**config.mk**
```make
export PLATFORM = sky130hd
export DESIGN_NAME = voxel_line_cell_walker
export DESIGN_NICKNAME = d
export VERILOG_FILES = /design/src/rtl/core/vlcw_pkg.sv /design/src/rtl/core/vlcw_div.sv /design/src/rtl/core/vlcw_front.sv /design/src/rtl/core/vlcw_queue.sv /design/src/rtl/core/vlcw_back.sv /design/src/rtl/core/voxel_line_cell_walker.sv
export SDC_FILE = /design/constraint.sdc
export NUM_CORES = 2
export LEC_CHECK = 0
export BUFFER_PORTS_ARGS = -buffer_cell sky130_fd_sc_hd__clkbuf_2
export CAP_MARGIN = 20
export CORE_ASPECT_RATIO = 1.5
export CORE_UTILIZATION = 49
export DETAILED_ROUTE_END_ITERATION = 7
export GPL_TIMING_DRIVEN = 1
export PLACE_DENSITY = 0.64
export SETUP_SLACK_MARGIN = 0.3
export SLEW_MARGIN = 10
export SYNTH_ARGS = -nofsm -noshare
export SYNTH_HDL_FRONTEND = slang
export SYNTH_HIERARCHICAL = 1
export SYNTH_SLANG_ARGS = --single-unit
```
**constraint.sdc**
```tcl
create_clock -name clk -period 46.2 [get_ports clk]
set_clock_uncertainty 0.15 [all_clocks]
set_input_delay 9.24 -clock clk [delete_from_list [all_inputs] [get_ports clk]]
set_output_delay 9.24 -clock clk [all_outputs]
set_load 0.02 [all_outputs]
```
**src/rtl/core/vlcw_pkg.sv**
```systemverilog
// shared constants, job record and helpers for the voxel line cell walker
// no dependencies; imported by every module of the block
package vlcw_pkg;

  localparam int GRID_XY   = 512;
  localparam int GRID_Z    = 64;
  localparam int MAX_CELLS = 64;

  localparam int XY_W    = 9;
  localparam int Z_W     = 6;
  localparam int END_W   = 12;
  localparam int DELTA_W = END_W + 1;
  localparam int ABS_W   = 12;
  localparam int FRAC_W  = 10;
  localparam int INC_W   = ABS_W + FRAC_W;
  // accumulators never exceed 65 times the largest increment
  localparam int ACC_W   = 28;
  localparam int IDX_W   = 6;

  // divider retires two quotient bits per cycle
  localparam int DIV_CYCLES = INC_W / 2;
  localparam int DIV_CNT_W  = $clog2(DIV_CYCLES);

  localparam int QUEUE_DEPTH = 2;
  localparam int QPTR_W      = $clog2(QUEUE_DEPTH);
  localparam int QCNT_W      = $clog2(QUEUE_DEPTH + 1);

  localparam logic [INC_W-1:0] DOM_INC        = INC_W'(1024);
  localparam logic [INC_W-1:0] ZERO_DELTA_INC = INC_W'(2097151);

  typedef enum logic [1:0] {
    AXIS_X,
    AXIS_Y,
    AXIS_Z
  } axis_t;

  // one prepared line, handed from setup to the walker
  typedef struct packed {
    logic [XY_W-1:0]  sx;
    logic [XY_W-1:0]  sy;
    logic [Z_W-1:0]   sz;
    logic [END_W-1:0] ex;
    logic [END_W-1:0] ey;
    logic [END_W-1:0] ez;
    logic [INC_W-1:0] inc_x;
    logic [INC_W-1:0] inc_y;
    logic [INC_W-1:0] inc_z;
    logic [INC_W-1:0] acc_x;
    logic [INC_W-1:0] acc_y;
    logic [INC_W-1:0] acc_z;
    logic [2:0]       neg;
  } job_t;

  // half-step start offset, flipped for a non-negative direction
  function automatic logic [INC_W-1:0] start_acc(input logic [INC_W-1:0] inc,
                                                 input logic neg);
    logic [INC_W-1:0] half;
    half = inc >> 1;
    return neg ? half : (inc - half);
  endfunction

endpackage

```
**src/rtl/core/vlcw_div.sv**
```systemverilog
// radix-4 restoring divider for the minor-axis increments
// depends on vlcw_pkg
module vlcw_div (
  input  logic                      clk,
  input  logic                      rst,
  input  logic                      start,
  input  logic [vlcw_pkg::INC_W-1:0] dividend,
  input  logic [vlcw_pkg::ABS_W-1:0] divisor,
  output logic                      done,
  output logic [vlcw_pkg::INC_W-1:0] quotient
);
  import vlcw_pkg::*;

  logic                 busy;
  logic [DIV_CNT_W-1:0] count;
  logic [ABS_W:0]       rem;
  logic [ABS_W-1:0]     div_r;
  logic [ABS_W:0]       rem_next;
  logic [INC_W-1:0]     quo_next;

  // two dependent shift-subtract steps per cycle
  always_comb begin
    logic [ABS_W:0] shifted;
    rem_next = rem;
    quo_next = quotient;
    for (int i = 0; i < 2; i++) begin
      shifted  = {rem_next[ABS_W-1:0], quo_next[INC_W-1]};
      quo_next = {quo_next[INC_W-2:0], 1'b0};
      if (shifted >= {1'b0, div_r}) begin
        rem_next    = shifted - {1'b0, div_r};
        quo_next[0] = 1'b1;
      end else begin
        rem_next = shifted;
      end
    end
  end

  always_ff @(posedge clk) begin
    if (rst) begin
      busy <= 1'b0;
      done <= 1'b0;
    end else begin
      done <= 1'b0;
      if (start) begin
        busy     <= 1'b1;
        count    <= '0;
        rem      <= '0;
        quotient <= dividend;
        div_r    <= divisor;
      end else if (busy) begin
        rem      <= rem_next;
        quotient <= quo_next;
        count    <= count + 1'b1;
        if (count == DIV_CNT_W'(DIV_CYCLES - 1)) begin
          busy <= 1'b0;
          done <= 1'b1;
        end
      end
    end
  end

endmodule

```
**src/rtl/core/vlcw_front.sv**
```systemverilog
// setup stage: accepts a line, finds the dominant axis, runs the increment divisions
// depends on vlcw_pkg and vlcw_div
module vlcw_front (
  input  logic                       clk,
  input  logic                       rst,
  input  logic                       line_valid,
  output logic                       line_stall,
  input  logic [vlcw_pkg::XY_W-1:0]  start_x,
  input  logic [vlcw_pkg::XY_W-1:0]  start_y,
  input  logic [vlcw_pkg::Z_W-1:0]   start_z,
  input  logic signed [vlcw_pkg::END_W-1:0] end_x,
  input  logic signed [vlcw_pkg::END_W-1:0] end_y,
  input  logic signed [vlcw_pkg::END_W-1:0] end_z,
  output logic                       push_valid,
  output vlcw_pkg::job_t             push_job,
  input  logic                       push_full
);
  import vlcw_pkg::*;

  typedef enum logic [2:0] {
    F_IDLE,
    F_DIV_A_GO,
    F_DIV_A,
    F_DIV_B_GO,
    F_DIV_B,
    F_PUSH
  } fstate_t;

  fstate_t          state;
  logic [XY_W-1:0]  sx, sy;
  logic [Z_W-1:0]   sz;
  logic [END_W-1:0] ex, ey, ez;
  logic [ABS_W-1:0] abs_x, abs_y, abs_z;
  logic [2:0]       neg;
  axis_t            dom;
  logic [INC_W-1:0] quo_a, quo_b;

  logic [DELTA_W-1:0] dx_in, dy_in, dz_in;
  logic [ABS_W-1:0]   ax_in, ay_in, az_in;
  axis_t              dom_in;
  logic [ABS_W-1:0]   dom_abs, minor_a_abs, minor_b_abs;
  logic [INC_W-1:0]   inc_a, inc_b, inc_x, inc_y, inc_z;
  logic               div_start, div_done;
  logic [INC_W-1:0]   div_quo;

  function automatic logic [ABS_W-1:0] mag(input logic [DELTA_W-1:0] d);
    logic [DELTA_W-1:0] m;
    m = d[DELTA_W-1] ? (~d + 1'b1) : d;
    return m[ABS_W-1:0];
  endfunction

  assign dx_in = {end_x[END_W-1], end_x} - {{(DELTA_W-XY_W){1'b0}}, start_x};
  assign dy_in = {end_y[END_W-1], end_y} - {{(DELTA_W-XY_W){1'b0}}, start_y};
  assign dz_in = {end_z[END_W-1], end_z} - {{(DELTA_W-Z_W){1'b0}}, start_z};
  assign ax_in = mag(dx_in);
  assign ay_in = mag(dy_in);
  assign az_in = mag(dz_in);

  // ties go to x, then y
  always_comb begin
    if (ax_in >= ay_in && ax_in >= az_in) begin
      dom_in = AXIS_X;
    end else if (ay_in >= az_in) begin
      dom_in = AXIS_Y;
    end else begin
      dom_in = AXIS_Z;
    end
  end

  always_comb begin
    unique case (dom)
      AXIS_X: begin
        dom_abs = abs_x; minor_a_abs = abs_y; minor_b_abs = abs_z;
      end
      AXIS_Y: begin
        dom_abs = abs_y; minor_a_abs = abs_x; minor_b_abs = abs_z;
      end
      AXIS_Z: begin
        dom_abs = abs_z; minor_a_abs = abs_x; minor_b_abs = abs_y;
      end
      default: begin
        dom_abs = abs_x; minor_a_abs = abs_y; minor_b_abs = abs_z;
      end
    endcase
  end

  assign inc_a = (minor_a_abs == '0) ? ZERO_DELTA_INC : quo_a;
  assign inc_b = (minor_b_abs == '0) ? ZERO_DELTA_INC : quo_b;

  always_comb begin
    unique case (dom)
      AXIS_X: begin
        inc_x = DOM_INC; inc_y = inc_a; inc_z = inc_b;
      end
      AXIS_Y: begin
        inc_x = inc_a; inc_y = DOM_INC; inc_z = inc_b;
      end
      AXIS_Z: begin
        inc_x = inc_a; inc_y = inc_b; inc_z = DOM_INC;
      end
      default: begin
        inc_x = DOM_INC; inc_y = inc_a; inc_z = inc_b;
      end
    endcase
  end

  assign div_start = (state == F_DIV_A_GO) || (state == F_DIV_B_GO);

  vlcw_div u_div (
    .clk      (clk),
    .rst      (rst),
    .start    (div_start),
    .dividend ({dom_abs, {FRAC_W{1'b0}}}),
    .divisor  ((state == F_DIV_A_GO) ? minor_a_abs : minor_b_abs),
    .done     (div_done),
    .quotient (div_quo)
  );

  assign line_stall = (state != F_IDLE);
  assign push_valid = (state == F_PUSH);

  assign push_job.sx    = sx;
  assign push_job.sy    = sy;
  assign push_job.sz    = sz;
  assign push_job.ex    = ex;
  assign push_job.ey    = ey;
  assign push_job.ez    = ez;
  assign push_job.inc_x = inc_x;
  assign push_job.inc_y = inc_y;
  assign push_job.inc_z = inc_z;
  assign push_job.acc_x = start_acc(inc_x, neg[0]);
  assign push_job.acc_y = start_acc(inc_y, neg[1]);
  assign push_job.acc_z = start_acc(inc_z, neg[2]);
  assign push_job.neg   = neg;

  always_ff @(posedge clk) begin
    if (rst) begin
      state <= F_IDLE;
    end else begin
      unique case (state)
        F_IDLE: begin
          if (line_valid) begin
            sx    <= start_x;
            sy    <= start_y;
            sz    <= start_z;
            ex    <= end_x;
            ey    <= end_y;
            ez    <= end_z;
            abs_x <= ax_in;
            abs_y <= ay_in;
            abs_z <= az_in;
            neg   <= {dz_in[DELTA_W-1], dy_in[DELTA_W-1], dx_in[DELTA_W-1]};
            dom   <= dom_in;
            state <= F_DIV_A_GO;
          end
        end
        F_DIV_A_GO: state <= F_DIV_A;
        F_DIV_A: begin
          if (div_done) begin
            quo_a <= div_quo;
            state <= F_DIV_B_GO;
          end
        end
        F_DIV_B_GO: state <= F_DIV_B;
        F_DIV_B: begin
          if (div_done) begin
            quo_b <= div_quo;
            state <= F_PUSH;
          end
        end
        F_PUSH: begin
          if (!push_full) begin
            state <= F_IDLE;
          end
        end
        default: state <= F_IDLE;
      endcase
    end
  end

endmodule

```
**src/rtl/core/vlcw_queue.sv**
```systemverilog
// short job queue between setup and the walker
// depends on vlcw_pkg
module vlcw_queue (
  input  logic           clk,
  input  logic           rst,
  input  logic           push_valid,
  input  vlcw_pkg::job_t push_job,
  output logic           push_full,
  input  logic           pop,
  output logic           pop_valid,
  output vlcw_pkg::job_t pop_job
);
  import vlcw_pkg::*;

  job_t              entries [QUEUE_DEPTH];
  logic [QPTR_W-1:0] wr_ptr, rd_ptr;
  logic [QCNT_W-1:0] fill;
  logic              do_push, do_pop;

  function automatic logic [QPTR_W-1:0] bump(input logic [QPTR_W-1:0] p);
    return (p == QPTR_W'(QUEUE_DEPTH - 1)) ? '0 : p + 1'b1;
  endfunction

  assign push_full = (fill == QCNT_W'(QUEUE_DEPTH));
  assign pop_valid = (fill != '0);
  assign pop_job   = entries[rd_ptr];
  assign do_push   = push_valid && !push_full;
  assign do_pop    = pop && pop_valid;

  always_ff @(posedge clk) begin
    if (rst) begin
      wr_ptr <= '0;
      rd_ptr <= '0;
      fill   <= '0;
    end else begin
      if (do_push) begin
        entries[wr_ptr] <= push_job;
        wr_ptr          <= bump(wr_ptr);
      end
      if (do_pop) begin
        rd_ptr <= bump(rd_ptr);
      end
      if (do_push && !do_pop) begin
        fill <= fill + 1'b1;
      end else if (do_pop && !do_push) begin
        fill <= fill - 1'b1;
      end
    end
  end

endmodule

```
**src/rtl/core/vlcw_back.sv**
```systemverilog
// walker: steps a prepared line one cell per cycle into the output register while cell_stall is low
// depends on vlcw_pkg
module vlcw_back (
  input  logic                      clk,
  input  logic                      rst,
  input  logic                      pop_valid,
  input  vlcw_pkg::job_t            pop_job,
  output logic                      pop,
  output logic                      cell_valid,
  input  logic                      cell_stall,
  output logic [vlcw_pkg::XY_W-1:0] cell_x,
  output logic [vlcw_pkg::XY_W-1:0] cell_y,
  output logic [vlcw_pkg::Z_W-1:0]  cell_z,
  output logic [vlcw_pkg::IDX_W-1:0] cell_index,
  output logic                      last
);
  import vlcw_pkg::*;

  logic             active;
  logic [XY_W-1:0]  cur_x, cur_y;
  logic [Z_W-1:0]   cur_z;
  logic [ACC_W-1:0] acc_x, acc_y, acc_z;
  logic [INC_W-1:0] inc_x, inc_y, inc_z;
  logic [2:0]       neg;
  logic [END_W-1:0] ex, ey, ez;
  logic [IDX_W-1:0] count;

  axis_t pick;
  logic  out_free, at_end, at_max, edge_hit, done;

  assign pop      = !active && pop_valid;
  assign out_free = !cell_valid || !cell_stall;

  // smallest accumulator wins, ties to z then y
  always_comb begin
    if (acc_z <= acc_x && acc_z <= acc_y) begin
      pick = AXIS_Z;
    end else if (acc_x < acc_y) begin
      pick = AXIS_X;
    end else begin
      pick = AXIS_Y;
    end
  end

  assign at_end = (END_W'(cur_x) == ex) && (END_W'(cur_y) == ey) && (END_W'(cur_z) == ez);
  assign at_max = (count == IDX_W'(MAX_CELLS - 1));

  always_comb begin
    unique case (pick)
      AXIS_X:  edge_hit = neg[0] ? (cur_x == '0) : (cur_x == XY_W'(GRID_XY - 1));
      AXIS_Y:  edge_hit = neg[1] ? (cur_y == '0) : (cur_y == XY_W'(GRID_XY - 1));
      AXIS_Z:  edge_hit = neg[2] ? (cur_z == '0) : (cur_z == Z_W'(GRID_Z - 1));
      default: edge_hit = 1'b1;
    endcase
  end

  assign done = at_max || at_end || edge_hit;

  always_ff @(posedge clk) begin
    if (rst) begin
      active     <= 1'b0;
      cell_valid <= 1'b0;
    end else begin
      if (pop) begin
        active <= 1'b1;
        cur_x  <= pop_job.sx;
        cur_y  <= pop_job.sy;
        cur_z  <= pop_job.sz;
        ex     <= pop_job.ex;
        ey     <= pop_job.ey;
        ez     <= pop_job.ez;
        inc_x  <= pop_job.inc_x;
        inc_y  <= pop_job.inc_y;
        inc_z  <= pop_job.inc_z;
        acc_x  <= ACC_W'(pop_job.acc_x);
        acc_y  <= ACC_W'(pop_job.acc_y);
        acc_z  <= ACC_W'(pop_job.acc_z);
        neg    <= pop_job.neg;
        count  <= '0;
        if (!cell_stall) begin
          cell_valid <= 1'b0;
        end
      end else if (active && out_free) begin
        cell_valid <= 1'b1;
        cell_x     <= cur_x;
        cell_y     <= cur_y;
        cell_z     <= cur_z;
        cell_index <= count;
        last       <= done;
        if (done) begin
          active <= 1'b0;
        end else begin
          count <= count + 1'b1;
          case (pick)
            AXIS_X: begin
              cur_x <= neg[0] ? cur_x - 1'b1 : cur_x + 1'b1;
              acc_x <= acc_x + ACC_W'(inc_x);
            end
            AXIS_Y: begin
              cur_y <= neg[1] ? cur_y - 1'b1 : cur_y + 1'b1;
              acc_y <= acc_y + ACC_W'(inc_y);
            end
            default: begin
              cur_z <= neg[2] ? cur_z - 1'b1 : cur_z + 1'b1;
              acc_z <= acc_z + ACC_W'(inc_z);
            end
          endcase
        end
      end else if (!cell_stall) begin
        // pending cell taken and nothing new to send
        cell_valid <= 1'b0;
      end
    end
  end

endmodule

```
**src/rtl/core/voxel_line_cell_walker.sv**
```systemverilog
// top level of the voxel line cell walker: setup, job queue and walker
// depends on vlcw_pkg, vlcw_front, vlcw_queue and vlcw_back
// usage
//   line channel (line_valid / line_stall): one item is a start cell inside the grid
//   and an end cell that may lie outside it, taken with line_valid high, line_stall low.
//   cell channel (cell_valid / cell_stall): the cells the line passes through, from
//   the start cell on, with their run index; last marks the final cell of a run.
//   a run ends on the end cell, after 64 cells, or before a step that would leave
//   the grid; such an out-of-grid cell is never sent.
// timing
//   setup turns an item into a job in the queue with two 22-bit divisions at two
//   quotient bits per cycle on one shared divider, each with a start state and a
//   capture state, then the push; line_stall stays high meanwhile, so the line
//   channel takes no new item until that job is pushed.
//   once the walker takes the job it sends one cell per cycle while cell_stall is low,
//   and the two-entry job queue lets setup of the next line overlap a walk.
// reset and stalls
//   rst is synchronous, active high; it empties the queue and drops any run and any
//   pending cell. while cell_stall is high the pending cell holds and the walker waits.
module voxel_line_cell_walker (
  input  logic                        clk,
  input  logic                        rst,
  input  logic                        line_valid,
  output logic                        line_stall,
  input  logic [vlcw_pkg::XY_W-1:0]   start_x,
  input  logic [vlcw_pkg::XY_W-1:0]   start_y,
  input  logic [vlcw_pkg::Z_W-1:0]    start_z,
  input  logic signed [vlcw_pkg::END_W-1:0] end_x,
  input  logic signed [vlcw_pkg::END_W-1:0] end_y,
  input  logic signed [vlcw_pkg::END_W-1:0] end_z,
  output logic                        cell_valid,
  input  logic                        cell_stall,
  output logic [vlcw_pkg::XY_W-1:0]   cell_x,
  output logic [vlcw_pkg::XY_W-1:0]   cell_y,
  output logic [vlcw_pkg::Z_W-1:0]    cell_z,
  output logic [vlcw_pkg::IDX_W-1:0]  cell_index,
  output logic                        last
);
  import vlcw_pkg::*;

  // setup to queue
  logic push_valid, push_full;
  job_t push_job;
  // queue to walker
  logic pop, pop_valid;
  job_t pop_job;

  vlcw_front u_front (
    .clk        (clk),
    .rst        (rst),
    .line_valid (line_valid),
    .line_stall (line_stall),
    .start_x    (start_x),
    .start_y    (start_y),
    .start_z    (start_z),
    .end_x      (end_x),
    .end_y      (end_y),
    .end_z      (end_z),
    .push_valid (push_valid),
    .push_job   (push_job),
    .push_full  (push_full)
  );

  vlcw_queue u_queue (
    .clk        (clk),
    .rst        (rst),
    .push_valid (push_valid),
    .push_job   (push_job),
    .push_full  (push_full),
    .pop        (pop),
    .pop_valid  (pop_valid),
    .pop_job    (pop_job)
  );

  vlcw_back u_back (
    .clk        (clk),
    .rst        (rst),
    .pop_valid  (pop_valid),
    .pop_job    (pop_job),
    .pop        (pop),
    .cell_valid (cell_valid),
    .cell_stall (cell_stall),
    .cell_x     (cell_x),
    .cell_y     (cell_y),
    .cell_z     (cell_z),
    .cell_index (cell_index),
    .last       (last)
  );

`ifndef SYNTH
  // within a run the walker refills the output register in the very next cycle
  a_run_continues: assert property (@(posedge clk) disable iff (rst)
    cell_valid && !cell_stall && !last |=> cell_valid)
    else $error("run broke off before its last cell");

  // run index counts up by one from cell to cell
  a_index_steps: assert property (@(posedge clk) disable iff (rst)
    cell_valid && !cell_stall && !last |=>
      cell_index == IDX_W'($past(cell_index) + 1'b1))
    else $error("cell index did not advance by one");

  // a new run always starts at index zero
  a_index_restarts: assert property (@(posedge clk) disable iff (rst)
    cell_valid && !cell_stall && last |=> !cell_valid || cell_index == '0)
    else $error("run did not start at index zero");

  // setup never pushes into a full queue without holding the job
  a_queue_hold: assert property (@(posedge clk) disable iff (rst)
    push_valid && push_full |=> push_valid)
    else $error("setup dropped a job on a full queue");
`endif

endmodule
```
==> impl_metrics.csv <==
group,metric,value,unit
cells_and_area,instances_no_fill,5254,
clocking,post_cts_resized,0,
setup_path,end_kind,"flop",
worst_hold_path,worstHoldStart,"u_front/ey[9]$_DFFE_PP_",
timing,finalCritPeriodShare,29.3,%
run_status,status,"finished with violations",
route,drt-wirelength-per-cell,21.2,um
clocking,clockBufferDepth,3,
cells_and_area,diodes,0,
timing,holdWs,0.291,ns
timing,rsz0062_at_grt,"no",
logic_synthesis,ys_ff_latch,847,
cells_and_area,final_common_cell,"edfxtp_1",
logic_synthesis,ys_async_sr_fraction,0,%
die,die_x,253,um
grt,grt_use_total,23.6,%
timing,setup_tns,0,ns
clocking,htreeDepth,3,
placement,dp_hpwl,82600,um
cells_and_area,drive_above_1_share,14.3,%
setup_path,cp.required,46.50,ns
logic_synthesis,synth_cell_type_count,106,
grt,grt_max_degree,95,
power_and_ir_drop,power.density,37.6,nW/um^2
cells_and_area,area_growth_syn_to_layout,10.1,%
setup_path,arrival,13.81,ns
setup_path,path_class,"primary input to flop",
grt,antenna_found_initial,2,
logic_synthesis,synthCells,3817,
die,io_pins,97,
timing,setup_violations,0,
clocking,cts-root-buf,"clkbuf_16",
route,first_pass_iters,7,
placement,place_inst,5102,
clocking,clock-sinks,847,
logic_synthesis,syn_area_per_cell,12.2,um^2
clocking,clk_latency,0.69,ns
setup_path,r2r_start,"u_front/dom[1]$_SDFFCE_PP0P_",
worst_hold_path,hold_end,"u_queue/entries[1][156]$_DFFE_PP_",
placement,portBuffers,96,
setup_path,reg2reg_to,"u_queue/entries[0][24]$_DFFE_PP_",
route,dr.first_iter.drc_count,1451,
setup_path,r2r_slack,39.82,ns
run,cap_violations,0,
grt,grt-ovfl-total,0,
clocking,post_cts_buffers,0,
grt,grt_pass1_wl,171000,um
setup_path,timing.reg2reg.worst_path_depth,18,
timing,maxSlewViolCount,0,
timing,tightest_slew,1.07,ns
power_and_ir_drop,ir_drop,0.0414,mV
die,initial_core_util,49.4,%
logic_synthesis,ys.flop_type,"edfxtp_1",
clocking,cts_made_buffers,84,
route,drc_errors,1,
clocking,cts_tree,"built",
worst_hold_path,whs_path_depth,0,
logic_synthesis,yosysWarnings,6,
die,rows,138,
route,wirelength,111000,um
power_and_ir_drop,cellLeakagePower,0.0192,uW
logic_synthesis,synth-edff-count,835,
cells_and_area,nNetsFinal,4324,
clocking,clk_pin_slew_worst_paths,0.07,ns
die,die-area,96100,um^2
timing,max_freq,74.0,MHz
die,core,94100,um^2
timing,period_needed,13.51,ns
cells_and_area,final_cell_mix,"edfxtp_1, ha_1, nor2_1",
run_status,violations,"design-rule violations",
setup_path,startpoint_type,"primary input",
timing,max_slew_margin,28.8,%
route,vias_per_cell,5.65,
logic_synthesis,synth_area,46500,um^2
timing,finalHoldViolations,0,
grt,grt_pass1_vias,29800,
worst_hold_path,hold_path.class,"flop to flop",
setup_path,critPathMaxFanout,10,
clocking,cts_hold_buf,0,
route,ant_nets,0,
logic_synthesis,ys_seq_area_share,54.5,%
placement,gp_congestion,0.910,
route,via_count,29700,
die,die_h,379,um
[worst max path at each step]
| stage | from | to | slack, ns | depth (start not counted) |
|---|---|---|---|---|
| 3_3_place_gp | end_y[0] | u_front/dom[0]$_SDFFCE_PP0P_ | 32.06 | 20 |
| 4_1_cts | end_y[0] | u_front/dom[0]$_SDFFCE_PP0P_ | 32.76 | 20 |
| 5_1_grt | end_y[0] | u_front/dom[0]$_SDFFCE_PP0P_ | 32.27 | 20 |
| 2_1_floorplan | rst | u_queue/entries[1][0]$_DFFE_PP_ | 21.66 | 1 |
| 6_report | end_y[0] | u_front/dom[0]$_SDFFCE_PP0P_ | 32.69 | 20 |
| 3_5_place_dp | end_y[0] | u_front/dom[0]$_SDFFCE_PP0P_ | 32.02 | 20 |
[kinds of logic (layout without fill, tap and decap cells)]
| family | count (synthesis) | after routing | synth area share (%) |
|---|---|---|---|
| xor+xnor | 210 | 210 | 3.96 |
| mux | 243 | 243 | 7.11 |
| flops | 847 | 847 | 54.5 |
| buf+inv | 382 | 550 | 3.46 |
| fa+ha+maj | 334 | 334 | 9.20 |
| compound gates | 882 | 882 | 12.2 |
| simple gates | 918 | 918 | 9.60 |
| other cells | 1 | 10 | 0.00807 |
[per-stage QoR]
stage	instance area, um^2	setup WS [ns]	utilization, %	power [uW]
5_1_grt	51200	32.27	54.4	2000
6_report	51200	32.69	54.4	1920
2_1_floorplan	46500	21.66	-	1150
3_5_place_dp	48300	32.02	51.3	1230
4_1_cts	51100	32.76	54.3	1940
3_3_place_gp	48300	32.06	51.3	1220
[registers in the layout, summed over array words and instances (netlist names), 28 cells and up, named ones only]
name and count:
u_queue/entries 390, u_back/acc_x 28, u_back/acc_z 28, u_back/acc_y 28
[worst max-delay path, cell delays in order]
cell and delay [ns]:
clkbuf_2 0.09, inv_1 0.04, ha_1 0.19, fa_1 0.40
nand2b_1 0.18, a21oi_1 0.28, o211ai_1 0.22, a21oi_1 0.60
nor2_1 0.08, a21oi_1 0.26, ha_1 0.28, a21o_1 0.16
a21o_1 0.18, a211oi_1 0.24, o21bai_1 0.11, a211oi_1 0.23
o21ai_0 0.13, maj3_1 0.36, maj3_1 0.37, and2_1 0.17
[final cells by class]
type,count,area (um^2)
fillers,7971,42900
flip-flops and latches,847,25300
multi-input cells,2597,19700
clock buffers,100,2180
well taps,1260,1580
inverters,272,1020
repair buffers,127,741
clock inverters,51,659
[synthesized netlist by cell type (7+ instances only)]
master	instances	area, um^2
a211o_1	10	87.6
o21a_1	38	285
or2_2	21	131
nor4_1	21	131
and3_1	18	113
mux2_4	156	2340
nand2b_1	36	225
buf_1	11	41.3
o211ai_1	17	128
or4_1	11	82.6
inv_1	271	1020
o21bai_1	14	105
o31ai_1	42	315
a22oi_1	19	143
nand4_1	43	269
or3_1	20	125
o2111ai_1	7	61.3
nor2_1	297	1110
a211oi_1	30	225
a21oi_1	243	1220
xnor2_1	129	1130
nor2b_1	38	238
nand3_1	49	245
a21boi_0	11	82.6
and2_1	12	75.1
a21o_1	60	450
buf_6	20	225
dfxtp_1	12	240
nand2_1	244	916
ha_1	317	3970
o41ai_1	8	70.1
edfxtp_1	835	25100
nor3_1	55	275
xor2_1	81	709
mux2_2	70	788
fa_1	14	280
o22ai_1	14	87.6
a31oi_1	22	138
clkbuf_1	71	267
o21ai_1	13	65.1
o21ai_0	239	1200
o31a_1	14	123
mux2i_1	16	160
[report_power, final]
part	switching, uW	internal (uW)	leakage (uW)
Clock	305	405	0.00138
Combinational	201	130	0.0102
Sequential	11.0	872	0.00766
Total	517	1410	0.0192
[metal layers]
| layer | vias to the layer above | global-route usage [%] | wire length, um |
|---|---|---|---|
| met1 | 14400 | 25.3 | 42000 |
| met5 | - | 0 | 0 |
| met4 | 0 | 12.1 | 5670 |
| li1 | 14400 | - | - |
| met2 | 578 | 44.9 | 60400 |
| met3 | 222 | 2.64 | 3280 |
No activity file was read; power rests on OpenSTA's default activity.
